==> config.mk <==
export PLATFORM = sky130hd
export DESIGN_NAME = trnl_ctrl
export DESIGN_NICKNAME = d
export VERILOG_FILES = /design/src/sv/trnl_pkg.sv /design/src/sv/trnl_ctrl.sv
export SDC_FILE = /design/constraint.sdc
export NUM_CORES = 1
export LEC_CHECK = 0
export BUFFER_PORTS_ARGS = -buffer_cell sky130_fd_sc_hd__clkbuf_2
export CAP_MARGIN = 10
export CORE_AREA = 2 2 39 41
export DETAILED_ROUTE_END_ITERATION = 10
export DIE_AREA = 0 0 41 43
export PLACE_DENSITY_LB_ADDON = 0.1
export SLEW_MARGIN = 20
export SYNTH_ARGS = -nofsm -noshare
export SYNTH_HDL_FRONTEND = slang
export SYNTH_SLANG_ARGS = --single-unit
==> constraint.sdc <==
create_clock -name aclk -period 2.55 [get_ports aclk]
set_input_delay 0.3825 -clock aclk [delete_from_list [all_inputs] [get_ports aclk]]
set_output_delay 0.3825 -clock aclk [all_outputs]
set_load 0.005 [all_outputs]
==> src/sv/trnl_pkg.sv <==
// Package for the timestamped ring lookup block: word types, opcodes,
// controller states and the command/status bundles between the two halves.
// No dependencies.
package trnl_pkg;

    // Default ring depth.
    localparam int CAPACITY_DEFAULT = 64;

    // Operation codes carried in the opcode field of an input word.
    typedef enum logic [1:0] {
        OP_PUSH    = 2'd0,
        OP_NEAREST = 2'd1,
        OP_LATEST  = 2'd2,
        OP_NONE    = 2'd3
    } opcode_t;

    // Input word.
    typedef struct packed {
        logic [1:0]         opcode;
        logic signed [63:0] time_stamp;
        logic               entry_valid;
        logic [63:0]        pose_data;
    } in_word_t;

    // Result word.
    typedef struct packed {
        logic               found;
        logic signed [63:0] result_stamp;
        logic [63:0]        result_data;
    } out_word_t;

    // One stored ring entry.
    typedef struct packed {
        logic [63:0] stamp;
        logic        valid;
        logic [63:0] payload;
    } entry_t;

    // Controller states.
    typedef enum logic [1:0] {
        ST_IDLE,
        ST_SCAN,
        ST_DRAIN
    } state_t;

    // Commands from the controller to the datapath.
    typedef struct packed {
        logic push_wr;
        logic start_lookup;
        logic scan_rd;
        logic load_out;
    } cmd_t;

    // Status from the datapath to the controller.
    typedef struct packed {
        logic count_zero;
        logic scan_last;
        logic pipe_busy;
    } status_t;

endpackage

==> src/sv/trnl_ctrl.sv <==
// Controller of the timestamped ring lookup: accepts words, sequences the
// scan and drain, and owns the result valid flag. Depends on trnl_pkg.
module trnl_ctrl (
    input  logic              aclk,
    input  logic              aresetn,
    input  logic              s_valid,
    output logic              s_ready,
    input  logic [1:0]        opcode,
    output logic              m_valid,
    input  logic              m_ready,
    input  trnl_pkg::status_t status,
    output trnl_pkg::cmd_t    cmd
);
    import trnl_pkg::*;

    state_t state_reg, state_next;
    logic   m_valid_reg, m_valid_next;
    logic   accept;
    logic   out_free;

    assign accept   = s_valid && (state_reg == ST_IDLE);
    assign out_free = !m_valid_reg || m_ready;

    // Next state.
    always_comb begin
        state_next = state_reg;
        unique case (state_reg)
            ST_IDLE: begin
                if (accept && (opcode == OP_NEAREST || opcode == OP_LATEST)) begin
                    state_next = status.count_zero ? ST_DRAIN : ST_SCAN;
                end
            end
            ST_SCAN: begin
                if (status.scan_last) begin
                    state_next = ST_DRAIN;
                end
            end
            ST_DRAIN: begin
                if (!status.pipe_busy && out_free) begin
                    state_next = ST_IDLE;
                end
            end
            default: state_next = ST_IDLE;
        endcase
    end

    // Outputs and commands.
    always_comb begin
        cmd     = '0;
        s_ready = 1'b0;
        unique case (state_reg)
            ST_IDLE: begin
                s_ready          = 1'b1;
                cmd.push_wr      = accept && (opcode == OP_PUSH);
                cmd.start_lookup = accept && (opcode == OP_NEAREST || opcode == OP_LATEST);
            end
            ST_SCAN: begin
                cmd.scan_rd = 1'b1;
            end
            ST_DRAIN: begin
                cmd.load_out = !status.pipe_busy && out_free;
            end
            default: begin
                cmd = '0;
            end
        endcase
    end

    // Result valid flag.
    always_comb begin
        m_valid_next = m_valid_reg;
        if (cmd.load_out) begin
            m_valid_next = 1'b1;
        end else if (m_ready) begin
            m_valid_next = 1'b0;
        end
    end

    always_ff @(posedge aclk) begin
        if (!aresetn) begin
            state_reg   <= ST_IDLE;
            m_valid_reg <= 1'b0;
        end else begin
            state_reg   <= state_next;
            m_valid_reg <= m_valid_next;
        end
    end

    assign m_valid = m_valid_reg;

endmodule

==> results.yml <==
run_status:
  run_status: "finished clean"
setup_path:
  worst-path-max-fanout: 6
  crit_type: "reg2out"
  timing.critical_path.required_ns: 2.17
  r2r_cells: 3
  worst-endpoint-arrival_ns: 1.11
  worst_setup_path_end_kind: "output pin"
  rrSetupSlack_ns: 1.48
  cp-start-kind: "register"
die:
  core_region_area_mm2: 0.00138
  design.portCount: 15
  core.rowCount: 14
  die_area_mm2: 0.00176
  initial_utilization_pct: 17.4
  die_h_um: 43
  die_w_um: 41
power:
  vdd_ir_drop_max_mv: 0.179
  total_power_mw: 0.167
  power_per_cell_area_mw_per_mm2: 494
  power_leakage_nw: 0.174
timing:
  timing_worst_slew_pin_value_ns: 0.280
  maxSlewHeadroom_pct: 81.3
  final_number_of_max_transition_violations: 0
  rsz0062_at_grt: "false"
  final_hold_viols: 0
  holdWs_ns: 0.431
  timing.fmax_ghz: 0.669
  post-route-period-util_pct: 58.6
  setup_viol: 0
  timing.clock.skew_ns: 0.00128
  final.setup.tns_ns: 0
  final_period_demand_of_the_worst_path_ns: 1.50
  postLayoutSetupSlackWorst_ns: 1.05
place:
  post-place-cells: 55
  placement.io_buffers: 14
  post_dp_cell_area_um2: 312
  detailedPlace.worstSlack_ns: 1.08
  gp_congestion: 0.642
drt:
  postRouteWirelength_um: 555
  via_per_inst: 4.03
  overall_via_count_from_detail_route: 238
  firstDrtPassIters: 1
  detail_route.wl_per_cell_um: 9.41
  remaining_drcs: 0
  final_antenna_net_count: 0
  first_iter_violations: 0
global_route:
  antenna_found_initial: 0
  globalRouteTotalUtil_pct: 7.32
  grt_remaining_overflow: 0
  first_global_vias: 247
  global_route_wire_length_before_repair_um: 848
  largest_net_degree_at_the_start_of_global_routing: 9
logic_synthesis:
  synth.net_count: 37
  synth_seq_cells: 3
  portion_of_synthesized_cell_area_occupied_by_the_leading_cell_type_pct: 25.0
  synth-edff-count: 0
  yosysUniqueCellTypes: 18
  synth_sequential_area_ratio_pct: 25.0
  post_synth_fa_ha_maj_area_fraction_pct: 5.21
  synth_top_family_by_area: "simple AND/OR/NAND/NOR gates"
  synthXorXnorAreaFrac_pct: 0
  synth_async_sr_flop_share_pct: 0
  synth.largest_area_cell: "sky130_fd_sc_hd__dfxtp_1"
  synth_cells: 27
  syn_area_um2: 240
  yosys_warnings: 0
  synth_compound_area_share_pct: 16.7
  synth-simple-area-share_pct: 34.4
  mean_area_per_synthesized_cell_um2: 8.90
  muxShareOfSynthArea_pct: 6.25
  synth_top_flop_cell: "sky130_fd_sc_hd__dfxtp_1"
  synth_area_leaders: "sky130_fd_sc_hd__dfxtp_1 25%, sky130_fd_sc_hd__nor2b_1 10%, sky130_fd_sc_hd__mux2_4 6.3%"
clock_tree:
  cts.root.buffer_cell: "sky130_fd_sc_hd__clkbuf_4"
  clkSlewWorstSetupHoldPaths_ns: 0.04
  cts_inserted_buffers: 3
  htreeDepth: 1
  clock_sinks: 3
  post_cts.resized_instances: 0
  cts_hold_buffers: 0
  cts-root-to-sink-buffers: 2
  clk-insertion-delay-late_ns: 0.23
  tritoncts_clock_tree: "done"
  cts_post_setup_buffers_inserted: 0
layout:
  design.final.nets: 54
  fillers: 162
  largest_register_ffs: 2
  ant_diodes: 0
  finalInstanceArea_um2: 338
  area_growth_syn_to_layout_pct: 40.6
  final_layout_size_suffix_gt1_share_pct: 48.8
  layout.cells.non_filler: 59
  final_core_utilization_pct: 24.4
flow_run:
  max_cap_violations: 0
min_path:
  min_delay_path_depth: 2
  timing.hold.worst.class: "in2reg"
## report_power, final
| group | leakage, nW | total, mW | internal (mW) | switching, mW |
|---|---|---|---|---|
| logic | 0.135 | 0.0315 | 0.0175 | 0.0140 |
| registers | 0.0243 | 0.0520 | 0.0491 | 0.00293 |
| clock network | 0.0150 | 0.0833 | 0.0586 | 0.0246 |
## metal layers
layer	share of wire, %	up-vias	routed length (µm)	global-route usage (%)
met5	0	-	0	0
met4	0	0	0	8.00
met3	12	0	64	1.57
met2	48	10	264	10.3
met1	41	101	225	8.01
li1	-	127	-	-
## logic make-up after synthesis
group	after synthesis
AND/OR/NAND/NOR	12
AO/OA/AOI/OAI	5
buffers and inverters	5
flip-flops	3
multiplexers	1
adder cells (fa/ha/maj)	1
## cells in the final DEF (no fill, tap or decap)
cell / instances
sky130_fd_sc_hd__clkbuf_1: 1
sky130_fd_sc_hd__a22oi_2: 1
sky130_fd_sc_hd__nand3b_2: 1
sky130_fd_sc_hd__nand4_1: 1
sky130_fd_sc_hd__clkbuf_4: 3
sky130_fd_sc_hd__and3_1: 2
sky130_fd_sc_hd__nor3b_1: 1
sky130_fd_sc_hd__o21ai_0: 1
sky130_fd_sc_hd__o21a_1: 1
sky130_fd_sc_hd__ha_1: 1
sky130_fd_sc_hd__dfxtp_1: 3
sky130_fd_sc_hd__nor2_1: 2
sky130_fd_sc_hd__mux2_4: 1
sky130_fd_sc_hd__nor2b_1: 4
sky130_fd_sc_hd__a31oi_1: 1
sky130_fd_sc_hd__inv_1: 3
sky130_fd_sc_hd__a32oi_1: 1
sky130_fd_sc_hd__clkbuf_2: 14
sky130_fd_sc_hd__nor3b_2: 1
## final timing paths
kind / to / from
setup / recovery: cmd[0] / state_reg[1]$_SDFFE_PN0P_
hold / removal: m_valid$_SDFFE_PN0P_ / aresetn
setup reg to reg: state_reg[1]$_SDFFE_PN0P_ / state_reg[0]$_SDFFE_PN0P_
hold reg to reg: state_reg[0]$_SDFFE_PN0P_ / state_reg[1]$_SDFFE_PN0P_
## critical path: stages, from the launching register on
cell and delay, ns:
sky130_fd_sc_hd__dfxtp_1 0.40, sky130_fd_sc_hd__nor3b_2 0.20, sky130_fd_sc_hd__nor2b_1 0.15, sky130_fd_sc_hd__clkbuf_2 0.12
## final cells by class
cell class	count	area, µm²	area share (%)
multi-input cells	19	150	44.4
repair buffers	14	70.1	20.7
flip-flops and latches	3	60.1	17.8
clock buffers	4	26.3	7.78
well taps	16	20.0	5.93
inverters	3	11.3	3.33
## Yosys cell counts (2+ instances only)
cell	n
sky130_fd_sc_hd__dfxtp_1	3
sky130_fd_sc_hd__nor2_1	2
sky130_fd_sc_hd__and3_1	2
sky130_fd_sc_hd__inv_1	3
sky130_fd_sc_hd__nor2b_1	4
(Power assumes the default switching activity.)
